File: src/hw/rtl/bmb_pkg.sv
package bmb_pkg;

	// matrix geometry
	localparam int ELEM_COUNT = 16;
	localparam int POS_W      = 4;
	localparam int BONE_W     = 8;
	localparam int WGT_W      = 16;
	localparam int ELEM_W     = 32;
	localparam int LANES      = 4;

	// arithmetic widths: Q16.16 x Q1.15 product, sum of four products
	localparam int PROD_W     = ELEM_W + WGT_W + 1;
	localparam int SUM_W      = PROD_W + 2;
	localparam int FRAC_SHIFT = 15;
	localparam int ROUND_HALF = 1 << (FRAC_SHIFT - 1);

	localparam logic [WGT_W-1:0]  WEIGHT_ONE = 16'h8000;
	localparam logic [WGT_W-1:0]  WEIGHT_NIL = 16'h0000;
	localparam logic [POS_W-1:0]  POS_LAST   = 4'hF;
	localparam logic [ELEM_W-1:0] ELEM_MAX   = 32'h7FFF_FFFF;
	localparam logic [ELEM_W-1:0] ELEM_MIN   = 32'h8000_0000;

	typedef enum logic [1:0] {
		KIND_LOAD   = 2'd0,
		KIND_COPY   = 2'd1,
		KIND_BLEND2 = 2'd2,
		KIND_BLEND4 = 2'd3
	} kind_t;

	// one palette read slot handed from the sequencer to the datapath
	typedef struct packed {
		logic                         valid;
		logic [POS_W-1:0]             pos;
		logic [LANES-1:0]             take;
		logic [LANES-1:0][WGT_W-1:0]  wgt;
	} issue_t;

endpackage

File: src/hw/rtl/bmb_item_if.sv
interface bmb_item_if;
	logic               valid;
	logic               ready;
	logic [1:0]         kind;
	logic [7:0]         bone_index_0;
	logic [7:0]         bone_index_1;
	logic [7:0]         bone_index_2;
	logic [7:0]         bone_index_3;
	logic [15:0]        weight_0;
	logic [15:0]        weight_1;
	logic [15:0]        weight_2;
	logic [15:0]        weight_3;
	logic [3:0]         element_slot;
	logic signed [31:0] element_value;

	modport source (
		output valid, kind, bone_index_0, bone_index_1, bone_index_2, bone_index_3,
		output weight_0, weight_1, weight_2, weight_3, element_slot, element_value,
		input  ready
	);

	modport sink (
		input  valid, kind, bone_index_0, bone_index_1, bone_index_2, bone_index_3,
		input  weight_0, weight_1, weight_2, weight_3, element_slot, element_value,
		output ready
	);
endinterface

File: src/hw/rtl/bmb_seq.sv
module bmb_seq #(
	parameter  int BONE_COUNT = 256,
	localparam int AW         = $clog2(BONE_COUNT * 16)
) (
	input  logic                  clk,
	input  logic                  arst_n,
	bmb_item_if.sink              items,
	input  logic                  adv,
	output bmb_pkg::issue_t       issue,
	output logic [3:0][AW-1:0]    raddr,
	output logic                  wen,
	output logic [AW-1:0]         waddr,
	output logic [31:0]           wdata
);
	import bmb_pkg::*;

	localparam int               LIM_W      = 13;
	localparam logic [LIM_W-1:0] BONE_LIMIT = LIM_W'(BONE_COUNT);

	logic                          busy_q;
	logic [POS_W-1:0]              pos_q;
	logic [LANES-1:0][BONE_W-1:0]  bone_q;
	logic [LANES-1:0]              take_q;
	logic [LANES-1:0][WGT_W-1:0]   wgt_q;

	kind_t                         kind;
	logic                          is_load;
	logic                          acc;
	logic                          last_issue;
	logic [LANES-1:0][BONE_W-1:0]  bone_in;
	logic [LANES-1:0]              in_range;
	logic [LANES-1:0]              kind_mask;
	logic [LANES-1:0][WGT_W-1:0]   wgt_in;

	function automatic logic [AW-1:0] mk_addr(input logic [BONE_W-1:0] bone,
		input logic [POS_W-1:0] pos);
		logic [15:0] full;
		full = {4'b0, bone, pos};
		return full[AW-1:0];
	endfunction

	// request decode: lanes in use and their weights
	always_comb begin
		kind    = kind_t'(items.kind);
		is_load = (kind == KIND_LOAD);
		bone_in = {items.bone_index_3, items.bone_index_2,
			items.bone_index_1, items.bone_index_0};
		for (int k = 0; k < LANES; k++) begin
			in_range[k] = {5'b0, bone_in[k]} < BONE_LIMIT;
		end
		case (kind)
			KIND_COPY: begin
				kind_mask = 4'b0001;
				wgt_in    = {WEIGHT_NIL, WEIGHT_NIL, WEIGHT_NIL, WEIGHT_ONE};
			end
			KIND_BLEND2: begin
				kind_mask = 4'b0011;
				wgt_in    = {WEIGHT_NIL, WEIGHT_NIL, items.weight_1, items.weight_0};
			end
			KIND_BLEND4: begin
				kind_mask = 4'b1111;
				wgt_in    = {items.weight_3, items.weight_2, items.weight_1, items.weight_0};
			end
			default: begin
				kind_mask = 4'b0000;
				wgt_in    = {WEIGHT_NIL, WEIGHT_NIL, WEIGHT_NIL, WEIGHT_NIL};
			end
		endcase
	end

	// next request is taken on the cycle of the last palette read
	assign last_issue  = busy_q && adv && (pos_q == POS_LAST);
	assign items.ready = !busy_q || last_issue;
	assign acc         = items.valid && items.ready;

	// palette load port
	assign wen   = acc && is_load && in_range[0];
	assign waddr = mk_addr(items.bone_index_0, items.element_slot);
	assign wdata = items.element_value;

	// element counter
	always_ff @(posedge clk or negedge arst_n) begin
		if (!arst_n) begin
			busy_q <= 1'b0;
			pos_q  <= '0;
		end else begin
			if (busy_q && adv) begin
				pos_q <= pos_q + 1'b1;
				if (pos_q == POS_LAST) begin
					busy_q <= 1'b0;
				end
			end
			if (acc && !is_load) begin
				busy_q <= 1'b1;
				pos_q  <= '0;
			end
		end
	end

	// blend request hold
	always_ff @(posedge clk) begin
		if (acc && !is_load) begin
			bone_q <= bone_in;
			take_q <= in_range & kind_mask;
			wgt_q  <= wgt_in;
		end
	end

	// read addresses and slot info for the datapath
	always_comb begin
		for (int k = 0; k < LANES; k++) begin
			raddr[k] = mk_addr(bone_q[k], pos_q);
		end
		issue.valid = busy_q;
		issue.pos   = pos_q;
		issue.take  = take_q;
		issue.wgt   = wgt_q;
	end
endmodule

File: src/flat_wrapper.sv
// flat-port wrapper written by rule: the top's interface ports become plain ports
module bmb_seq_flat import bmb_pkg::*;
#(
	parameter  int BONE_COUNT = 256,
	localparam int AW         = $clog2(BONE_COUNT * 16)
)
  (clk, arst_n, adv, issue, raddr, wen, waddr, wdata, items_valid, items_kind, items_bone_index_0, items_bone_index_1, items_bone_index_2, items_bone_index_3, items_weight_0, items_weight_1, items_weight_2, items_weight_3, items_element_slot, items_element_value, items_ready);
  bmb_item_if items_i ();
  input  logic clk;
  input  logic arst_n;
  input  logic adv;
  output bmb_pkg::issue_t issue;
  output logic [3:0][AW-1:0] raddr;
  output logic wen;
  output logic [AW-1:0] waddr;
  output logic [31:0] wdata;
  input wire logic [$bits(items_i.valid)-1:0] items_valid;
  input wire logic [$bits(items_i.kind)-1:0] items_kind;
  input wire logic [$bits(items_i.bone_index_0)-1:0] items_bone_index_0;
  input wire logic [$bits(items_i.bone_index_1)-1:0] items_bone_index_1;
  input wire logic [$bits(items_i.bone_index_2)-1:0] items_bone_index_2;
  input wire logic [$bits(items_i.bone_index_3)-1:0] items_bone_index_3;
  input wire logic [$bits(items_i.weight_0)-1:0] items_weight_0;
  input wire logic [$bits(items_i.weight_1)-1:0] items_weight_1;
  input wire logic [$bits(items_i.weight_2)-1:0] items_weight_2;
  input wire logic [$bits(items_i.weight_3)-1:0] items_weight_3;
  input wire logic [$bits(items_i.element_slot)-1:0] items_element_slot;
  input wire logic [$bits(items_i.element_value)-1:0] items_element_value;
  output wire logic [$bits(items_i.ready)-1:0] items_ready;
  assign items_i.valid = items_valid;
  assign items_i.kind = items_kind;
  assign items_i.bone_index_0 = items_bone_index_0;
  assign items_i.bone_index_1 = items_bone_index_1;
  assign items_i.bone_index_2 = items_bone_index_2;
  assign items_i.bone_index_3 = items_bone_index_3;
  assign items_i.weight_0 = items_weight_0;
  assign items_i.weight_1 = items_weight_1;
  assign items_i.weight_2 = items_weight_2;
  assign items_i.weight_3 = items_weight_3;
  assign items_i.element_slot = items_element_slot;
  assign items_i.element_value = items_element_value;
  assign items_ready = items_i.ready;
  bmb_seq #(.BONE_COUNT(BONE_COUNT)) u_core (.clk(clk), .arst_n(arst_n), .items(items_i), .adv(adv), .issue(issue), .raddr(raddr), .wen(wen), .waddr(waddr), .wdata(wdata));
endmodule
File: config.mk
export PLATFORM = sky130hd
export DESIGN_NAME = bmb_seq_flat
export DESIGN_NICKNAME = d
export VERILOG_FILES = /design/src/hw/rtl/bmb_pkg.sv /design/src/hw/rtl/bmb_item_if.sv /design/src/hw/rtl/bmb_seq.sv /design/src/flat_wrapper.sv
export SDC_FILE = /design/constraint.sdc
export NUM_CORES = 1
export LEC_CHECK = 0
export ABC_AREA = 1
export BUFFER_PORTS_ARGS = -buffer_cell sky130_fd_sc_hd__buf_2
export CAP_MARGIN = 30
export CORE_MARGIN = 5
export CORE_UTILIZATION = 37
export CTS_CLUSTER_DIAMETER = 60
export DETAILED_ROUTE_END_ITERATION = 10
export GPL_ROUTABILITY_DRIVEN = 0
export HOLD_SLACK_MARGIN = 0.06
export MAX_ROUTING_LAYER = met4
export PLACE_DENSITY = 0.85
export REMOVE_ABC_BUFFERS = 1
export SLEW_MARGIN = 20
export SYNTH_ARGS = -nofsm -noshare
export SYNTH_HDL_FRONTEND = slang
export SYNTH_SLANG_ARGS = --single-unit
File: constraint.sdc
create_clock -name clk -period 2.8 [get_ports clk]
set_input_delay 0.28 -clock clk [delete_from_list [all_inputs] [get_ports clk]]
set_output_delay 0.28 -clock clk [all_outputs]
set_load 0.05 [all_outputs]
==> impl_metrics.tcl, run 1 <==
set metrics [dict create \
    outcome "finished clean" \
    nets 656 \
    nFillCells 1036 \
    cp_data_required_time_ns 2.77 \
    cts-root-buf "clkbuf_16" \
    powerDensity_nw_per_um2 867 \
    grt_max_degree 56 \
    dieArea_um2 13900 \
    min_path_cells 1 \
    worst_slew_pin_slew_ns 0.606 \
    routed-wl-met3_um 1920 \
    drive_above_1_share_pct 50.4 \
    wl_per_cell_um 17.8 \
    maxCapViolations 0 \
    fp-row-count 39 \
    cpMostUsedCell "nand2_2" \
    syn_inst 340 \
    postSynthAreaPerCell_um2 12.6 \
    cts_htree_levels 3 \
    met1Wirelength_um 4530 \
    first_global_vias 2965 \
    antenna_found_initial 0 \
    highest_layer "met4" \
    clkTransAtPathRegs_ns 0.07 \
    crit_type "reg -> reg" \
    ys_types 20 \
    postRouteAntennaNets 0 \
    drtIter0Drc 212 \
    rsz0062_at_grt "no" \
    hold_violations 0 \
    io_buffers 232 \
    cts_tree "yes" \
    leakagePower_uw 0.00273 \
    final_cell_mix "buf_2, edfxtp_1, inv_1, nand2_1, nor2_1" \
    yosysSeqAreaShare_pct 72.2 \
    hold_buffers 1 \
    synth.cell_area_um2 4290 \
    dieWidth_um 118 \
    clock-sinks 104 \
    post_cts_buffers 0 \
    yosysWarnings 0 \
    fin_util_pct 47.9 \
    initial_core_util_pct 37.6 \
    drtPass1Iterations 4 \
    finalSetupViolCount 0 \
    fin_ws_ns 0.660 \
    cpPeakStageDelay_ns 0.48 \
    routed-wl-met2_um 5320 \
    cp_cell_sequence "ha_1 > nand2_2 > o21ai_4 > nand2_2 > nor2_4 > buf_4" \
    clock_path_buffers 2 \
    stdcell_area_um2 5470 \
    relSlewSlack_pct 59.5 \
    cp_slowest_cell "buf_4" \
    gr-total-overflow 0 \
    fin_cells 665 \
    reg2reg_depth 6 \
    track_usage_pct 17.1 \
    vias_per_cell 4.31 \
    cpLargestDelayFamily "buffers and inverters" \
    dp_slack_ns 0.671 \
    critPathLaunchType "register" \
    worst-path-stages 6 \
    cp-startpoint "u_core.pos_q[0]" \
    setup.worst_path.end_class "register" \
    placed_cell_area_um2 5160 \
    yosys.area.top_type "edfxtp_1" \
    n_antenna_cell 0 \
    path_buf_inv 1 \
    synth_top_cell_area_share_pct 69.3 \
    min_from "items_bone_index_2[3]" \
    ys_ff_latch 104 \
    die_h_um 118 \
    dp_cells 648 \
    crit_fanout 45 \
    grt_pass1_wl_um 17300 \
    skew_ns 0.0117 \
    yosys-top-cells-area "edfxtp_1, buf_4, inv_1, nand2_1, nor2_1" \
    min_path_type "in -> reg" \
    r2r_start "u_core.pos_q[0]" \
    min_period_ns 2.14 \
    cts_buffers 9 \
    postCtsResizedCells 0 \
    area_delta_synth_final_pct 27.3 \
    vias 2864 \
    dp.final_hpwl_um 9530 \
    core_um2 11400 \
    vdd_drop_max_mv 0.905 \
    final_common_cell "buf_2" \
    drt-total-wl_um 11800 \
    cp_data_arrival_time_ns 2.11 \
    insertion_delay_ns 0.34 \
    max_freq_ghz 0.467 \
    num_io_pins 305 \
    finalPower_uw 4740 \
    drc 0 \
    period_share_pct 76.4 \
    slew_viol_final 0 \
]
## metal layers
layer | vias to the layer above | track usage (%)
met2 | 204 | 24.8
met3 | 4 | 12.4
met4 | 0 | 3.44
li1 | 1349 | -
met5 | - | -
met1 | 1307 | 19.3
## flip-flops by register name (all words and copies together) (netlist names)
signal,count
u_core.issue,64
u_core.pos_q,4
u_core.busy_q,1
u_core.take_q,3
u_core.raddr,32
## power breakdown
| part | switching [uW] | internal [uW] |
|---|---|---|
| registers | 88.2 | 1890 |
| clock network | 567 | 623 |
| logic | 1260 | 306 |
## worst paths after layout
path,to,slack (ns)
worst max-delay path,u_core.issue[22],0.66
worst min-delay path,u_core.raddr[31],0.12
worst max register to register,u_core.issue[22],0.66
worst min register to register,u_core.busy_q,0.63
max in group asynchronous,u_core.pos_q[3],2.40
min in group asynchronous,u_core.pos_q[0],0.27
## cell families after synthesis
logic type / synth area share [%]
DFF: 72.2
and+or+nand+nor: 8.54
AOI/OAI and AO/OA: 0.670
buffers and inverters: 18.1
xor gates and xnor gates: 0.204
adders and majority gates: 0.291
## synth_stat cells (all sizes together)
library cell / instances
edfxtp: 99
inv: 72
buf: 69
nand2: 48
nor2: 37
dfrtp: 5
nand3: 3
a21oi: 1
clkbuf: 1
clkinv: 1
ha: 1
o21ai: 1
o21bai: 1
xor2: 1
## per-stage QoR
| stage | TNS (ns) | hold slack [ns] |
|---|---|---|
| after floorplan | -210.86 | -0.0156 |
| after global placement | 0 | 0.0975 |
| after detailed placement | 0 | 0.103 |
| after CTS | 0 | 0.105 |
| after global routing | 0 | 0.102 |
| final | 0 | 0.117 |
## layout make-up
class                      count  area, um2  area share [%]
clock buffer                   9        225            4.12
clock inverter                 7       66.3            1.21
inverter                      73        274            5.01
multi-input combinational     93        417            7.62
sequential                   104       3100            56.7
tap                          143        179            3.27
timing repair buffer         236       1210            22.1
Note: power is estimated with default switching activity, not from simulation.
==> inputs of run 2 (changes only) <==
Settings changed: CORE_AREA set to 5 5 115 117, CORE_MARGIN 5 to unset, CORE_UTILIZATION 37 to unset, DIE_AREA set to 0 0 120 122, PLACE_DENSITY 0.85 to 0.81.
Clock period 2.8 ns to 2.1 ns, I/O delays scaled along.
==> run 2 against run 1 <==
Against the previous run: clock power is 39% higher; final cell count is 6.0% higher; hold slack better by 0.0020 ns; sequential power is 33% higher; final area is 6.5% higher; global-route usage is 0.43 points lower; combinational power is 37% higher; critical endpoint is now wen; clock skew is 0.0069 ns lower; first-iteration DRC count is 40% lower.
==> impl_metrics.tcl, run 2 (synthesis gave the netlist of run 1 again) <==
set metrics [dict create \
    outcome "finished clean" \
    postRouteAntennaNets 0 \
    cpPeakStageDelay_ns 0.43 \
    dp.final_hpwl_um 9200 \
    clkTransAtPathRegs_ns 0.07 \
    fp-row-count 41 \
    insertion_delay_ns 0.34 \
    cp_data_arrival_time_ns 1.73 \
    ff_latch_area_um2 3100 \
    cpLargestDelayFamily "flip-flops" \
    grt-busiest-layer "met2" \
    cts_buffers 9 \
    n_antenna_cell 0 \
    drc 0 \
    final_cell_mix "buf_2, edfxtp_1, inv_1, nand2_1, nor2_1" \
    die_h_um 122 \
    antenna_found_initial 0 \
    grt_max_degree 54 \
    path_buf_inv 1 \
    hold_ws_ns 0.119 \
    cpMostUsedCell "nand2_2" \
    min_path_type "in -> reg" \
    final_common_cell "buf_2" \
    drtIter0Drc 127 \
    area_delta_synth_final_pct 35.6 \
    drt-total-wl_um 12200 \
    cts_htree_levels 3 \
    drive_above_1_share_pct 47.6 \
    vias 2927 \
    finalSetupViolCount 0 \
    wl_per_cell_um 17.2 \
    nets 689 \
    stdcell_area_um2 5820 \
    vias_per_cell 4.15 \
    clock-sinks 104 \
    powerDensity_nw_per_um2 1110 \
    dieArea_um2 14600 \
    multi_input_area_um2 417 \
    core_um2 12300 \
    num_io_pins 305 \
    hold_violations 0 \
    post_cts_buffers 0 \
    cp_data_required_time_ns 1.89 \
    io_buffers 232 \
    max_freq_ghz 0.516 \
    gr-total-overflow 0 \
    cts-root-buf "clkbuf_16" \
    vdd_drop_max_mv 1.06 \
    grtUsageMet2_pct 25.3 \
    setup.worst_path.end_class "output port" \
    leakagePower_uw 0.00287 \
    cp_slowest_cell "dfrtp_2" \
    nFillCells 1090 \
    largest_reg_flops 64 \
    slew_viol_final 0 \
    dieWidth_um 120 \
    initial_core_util_pct 35.0 \
    cts_tree "yes" \
    min_period_ns 1.94 \
    grt_pass1_wl_um 16900 \
    rsz0062_at_grt "no" \
    critPathLaunchType "register" \
    maxCapViolations 0 \
    grtUsageMet1_pct 19.2 \
    fin_setup_tns_ns 0 \
    relSlewSlack_pct 57.6 \
    grt_util_met3_pct 8.73 \
    drtPass1Iterations 4 \
    crit_fanout 8 \
    skew_ns 0.00475 \
    period_share_pct 92.2 \
    track_usage_pct 16.7 \
    placed_cell_area_um2 5190 \
    dp_cells 656 \
    fin_cells 705 \
    worst_slew_pin_slew_ns 0.634 \
    first_global_vias 2863 \
    clock_path_buffers 2 \
    crit_type "reg -> out" \
    cp_cell_sequence "ha_1 > nand2_2 > o21ai_4 > nand2_2 > nor2_1 > buf_2" \
]
[run 2: cell types whose count changed in the layout (fill, tap and decap cells not counted), moves of 2 or more]
| cell | previous run | this run |
|---|---|---|
| clkinv_4 | 1 | 3 |
| dfrtp_1 | 5 | 3 |
| dfrtp_2 | 0 | 2 |
| dlygate4sd3_1 | 1 | 33 |
[run 2: cell type report]
class,instances,share of cell area (%)
Sequential cell,104,53.2
Timing Repair Buffer,269,26.6
Multi-Input combinational cell,93,7.16
Inverter,73,4.71
Clock buffer,10,3.93
Tap cell,150,3.22
Clock inverter,6,1.18
[run 2: worst reg2reg max path, stage by stage (launching register included)]
cell	delay [ns]
dfrtp_2	0.43
ha_1	0.22
nand2_2	0.08
o21ai_4	0.20
nand2_2	0.10
nor2_4	0.15
buf_12	0.29
[run 2: through the flow]
stage                     setup slack (ns)  total power (uW)  utilization, %
after global placement               0.285              4770            42.4
after global routing                0.0224              6730            47.5
after floorplan                      -2.78              4190               -
after detailed placement             0.238              4790            42.4
final                                0.163              6450            47.5
after CTS                           0.0607              6510            47.4
[run 2: report_power, final]
group	internal (uW)	switching (uW)	total, uW
clock	931	727	1660
combinational	456	1690	2150
sequential	2520	118	2640
total	3910	2540	6450
[run 2: path summary, 6_finish.rpt]
| check | slack, ns | endpoint | cells after the start | start |
|---|---|---|---|---|
| max in group asynchronous | 1.75 | u_core.pos_q[1] | 2 | arst_n |
| hold / removal | 0.12 | u_core.issue[29] | 3 | items_weight_1[13] |
| setup / recovery | 0.16 | wen | 6 | u_core.pos_q[1] |
| hold reg to reg | 0.61 | u_core.busy_q | 2 | u_core.busy_q |
| setup reg to reg | 0.28 | u_core.issue[41] | 6 | u_core.pos_q[1] |
| min in group asynchronous | 0.20 | u_core.pos_q[0] | 2 | arst_n |
[run 2: per-layer routing]
metal	up-vias	share of wire, %
met5	-	0
met4	0	1.1
met3	10	13
met2	189	46
met1	1313	40
li1	1415	-
[run 2: what timing repair did]
action,in CTS,in global routing
hold buffers,32,1
hold endpoints to repair,36,1
endpoints found under the setup margin,0,1
gates resized for setup,0,2
==> inputs of run 3 (changes only) <==
Settings changed: PLACE_DENSITY 0.81 to 0.77.
==> run 3 against run 2 <==
Against the previous run: critical path depth unchanged; flip-flop and latch count unchanged; clock power increased by 9%; hold slack got worse by 0.040 ns.
==> impl_metrics.tcl, run 3 (synthesis gave the netlist of run 1 again) <==
set metrics [dict create \
    crit_type "reg -> out" \
    clock_path_buffers 2 \
    cts_htree_levels 3 \
    num_io_pins 305 \
    finalSetupViolCount 0 \
    final_common_cell "buf_2" \
    max_freq_ghz 0.510 \
    antenna_found_initial 0 \
    drtPass1Iterations 5 \
    leakagePower_uw 0.00289 \
    min_path_type "in -> reg" \
    maxCapViolations 0 \
    relSlewSlack_pct 58.5 \
    largest_reg_flops 64 \
    cpPeakStageDelay_ns 0.43 \
    drtIter0Drc 253 \
    n_antenna_cell 0 \
    cts_tree "yes" \
    core_um2 12300 \
    dieWidth_um 120 \
    vias 2974 \
    fp-row-count 41 \
    final_cell_mix "buf_2, edfxtp_1, inv_1, nand2_1, nor2_1" \
    fin_util_pct 47.7 \
    clkTransAtPathRegs_ns 0.07 \
    cts-root-buf "clkbuf_16" \
    area_delta_synth_final_pct 36.4 \
    outcome "finished clean" \
    period_share_pct 93.3 \
    first_global_vias 3020 \
    io_buffers 232 \
    vdd_drop_max_mv 1.02 \
    drt-total-wl_um 12100 \
    slew_viol_final 0 \
    crit_fanout 8 \
    hold_violations 0 \
    drive_above_1_share_pct 47.8 \
    path_buf_inv 1 \
    worst_slew_pin_slew_ns 0.620 \
    finalPower_uw 6610 \
    grt_pass1_wl_um 17200 \
    die_h_um 122 \
    cp_slowest_cell "dfrtp_2" \
    clock-sinks 104 \
    cts_buffers 9 \
    cp_data_arrival_time_ns 1.75 \
    nets 688 \
    powerDensity_nw_per_um2 1130 \
    cpLargestDelayFamily "flip-flops" \
    skew_ns 0.00605 \
    grt_max_degree 41 \
    post_cts_buffers 0 \
    initial_core_util_pct 35.0 \
    wl_per_cell_um 17.2 \
    cp_cell_sequence "ha_1 > nand2_2 > o21ai_4 > nand2_2 > nor2_1 > buf_2" \
    setup.worst_path.end_class "output port" \
    insertion_delay_ns 0.34 \
    drc 0 \
    vias_per_cell 4.22 \
    nFillCells 1098 \
    min_period_ns 1.96 \
    dp.final_hpwl_um 9190 \
    cp_data_required_time_ns 1.89 \
    critPathLaunchType "register" \
    track_usage_pct 16.4 \
    rsz0062_at_grt "no" \
    cpMostUsedCell "nand2_2" \
    postRouteAntennaNets 0 \
    dieArea_um2 14600 \
    gr-total-overflow 0 \
]
## run 3: changes by cell type in the layout (fill, tap and decap cells not counted)
cell,delta
dlygate4sd3_1,-1
inv_6,+2
buf_12,+1
inv_8,+1
clkinv_4,-3
clkbuf_1,-1
buf_4,-1
bufinv_16,+1
## run 3: layout make-up
cell class	instances	area, um2	area share, %
timing repair buffer	268	1550	26.5
multi-input combinational	93	417	7.12
clock buffer	9	225	3.85
clock inverter	7	101	1.73
sequential	104	3100	53.0
tap	150	188	3.21
inverter	73	274	4.68
## run 3: worst paths after layout
| check | slack [ns] | startpoint | cells after the start | endpoint |
|---|---|---|---|---|
| max in group asynchronous | 1.73 | arst_n | 2 | u_core.pos_q[0] |
| min reg2reg | 0.62 | u_core.busy_q | 2 | u_core.busy_q |
| min in group asynchronous | 0.22 | arst_n | 2 | u_core.pos_q[1] |
| max reg2reg | 0.27 | u_core.pos_q[0] | 6 | u_core.issue[48] |
| min | 0.08 | items_bone_index_0[0] | 1 | u_core.raddr[4] |
| max | 0.14 | u_core.pos_q[0] | 6 | wen |
## run 3: per-layer routing
metal | track usage [%] | part of all wire, % | up-vias
li1 | - | - | 1410
met1 | 17.7 | 37 | 1350
met2 | 24.5 | 46 | 203
met3 | 11.4 | 16 | 11
met4 | 4.51 | 1.0 | 0
met5 | - | 0 | -
## run 3: where the power goes
| group | total, uW | internal, uW | switching [uW] | leakage (uW) |
|---|---|---|---|---|
| combinational | 2150 | 463 | 1690 | 0.00176 |
| clock | 1810 | 1060 | 753 | 0.000160 |
| sequential | 2640 | 2520 | 116 | 0.000966 |
## run 3: worst register-to-register path: stages (launching register included)
cell and delay, ns:
dfrtp_2 0.43, ha_1 0.23, nand2_2 0.09, o21ai_4 0.20
nand2_2 0.10, nor2_4 0.19, buf_12 0.26
## run 3: through the flow
stage	setup TNS (ns)	worst slack (ns)	instance area, um2	hold slack (ns)	cells
2_1_floorplan	-284.92	-2.78	3790	-0.0856	270
5_1_grt	0	0.0000562	5850	0.0612	704
3_5_place_dp	0	0.205	5200	0.0345	656
6_report	0	0.140	5850	0.0794	704
4_1_cts	0	0.0461	5850	0.0619	704
3_3_place_gp	0	0.284	5200	0.0328	656
## run 3: timing repair
item                                    4_1_cts  5_1_grt
hold endpoints to repair                     36        0
endpoints found under the setup margin        0        1
hold buffers                                 32        0
gates resized for setup                       0        2
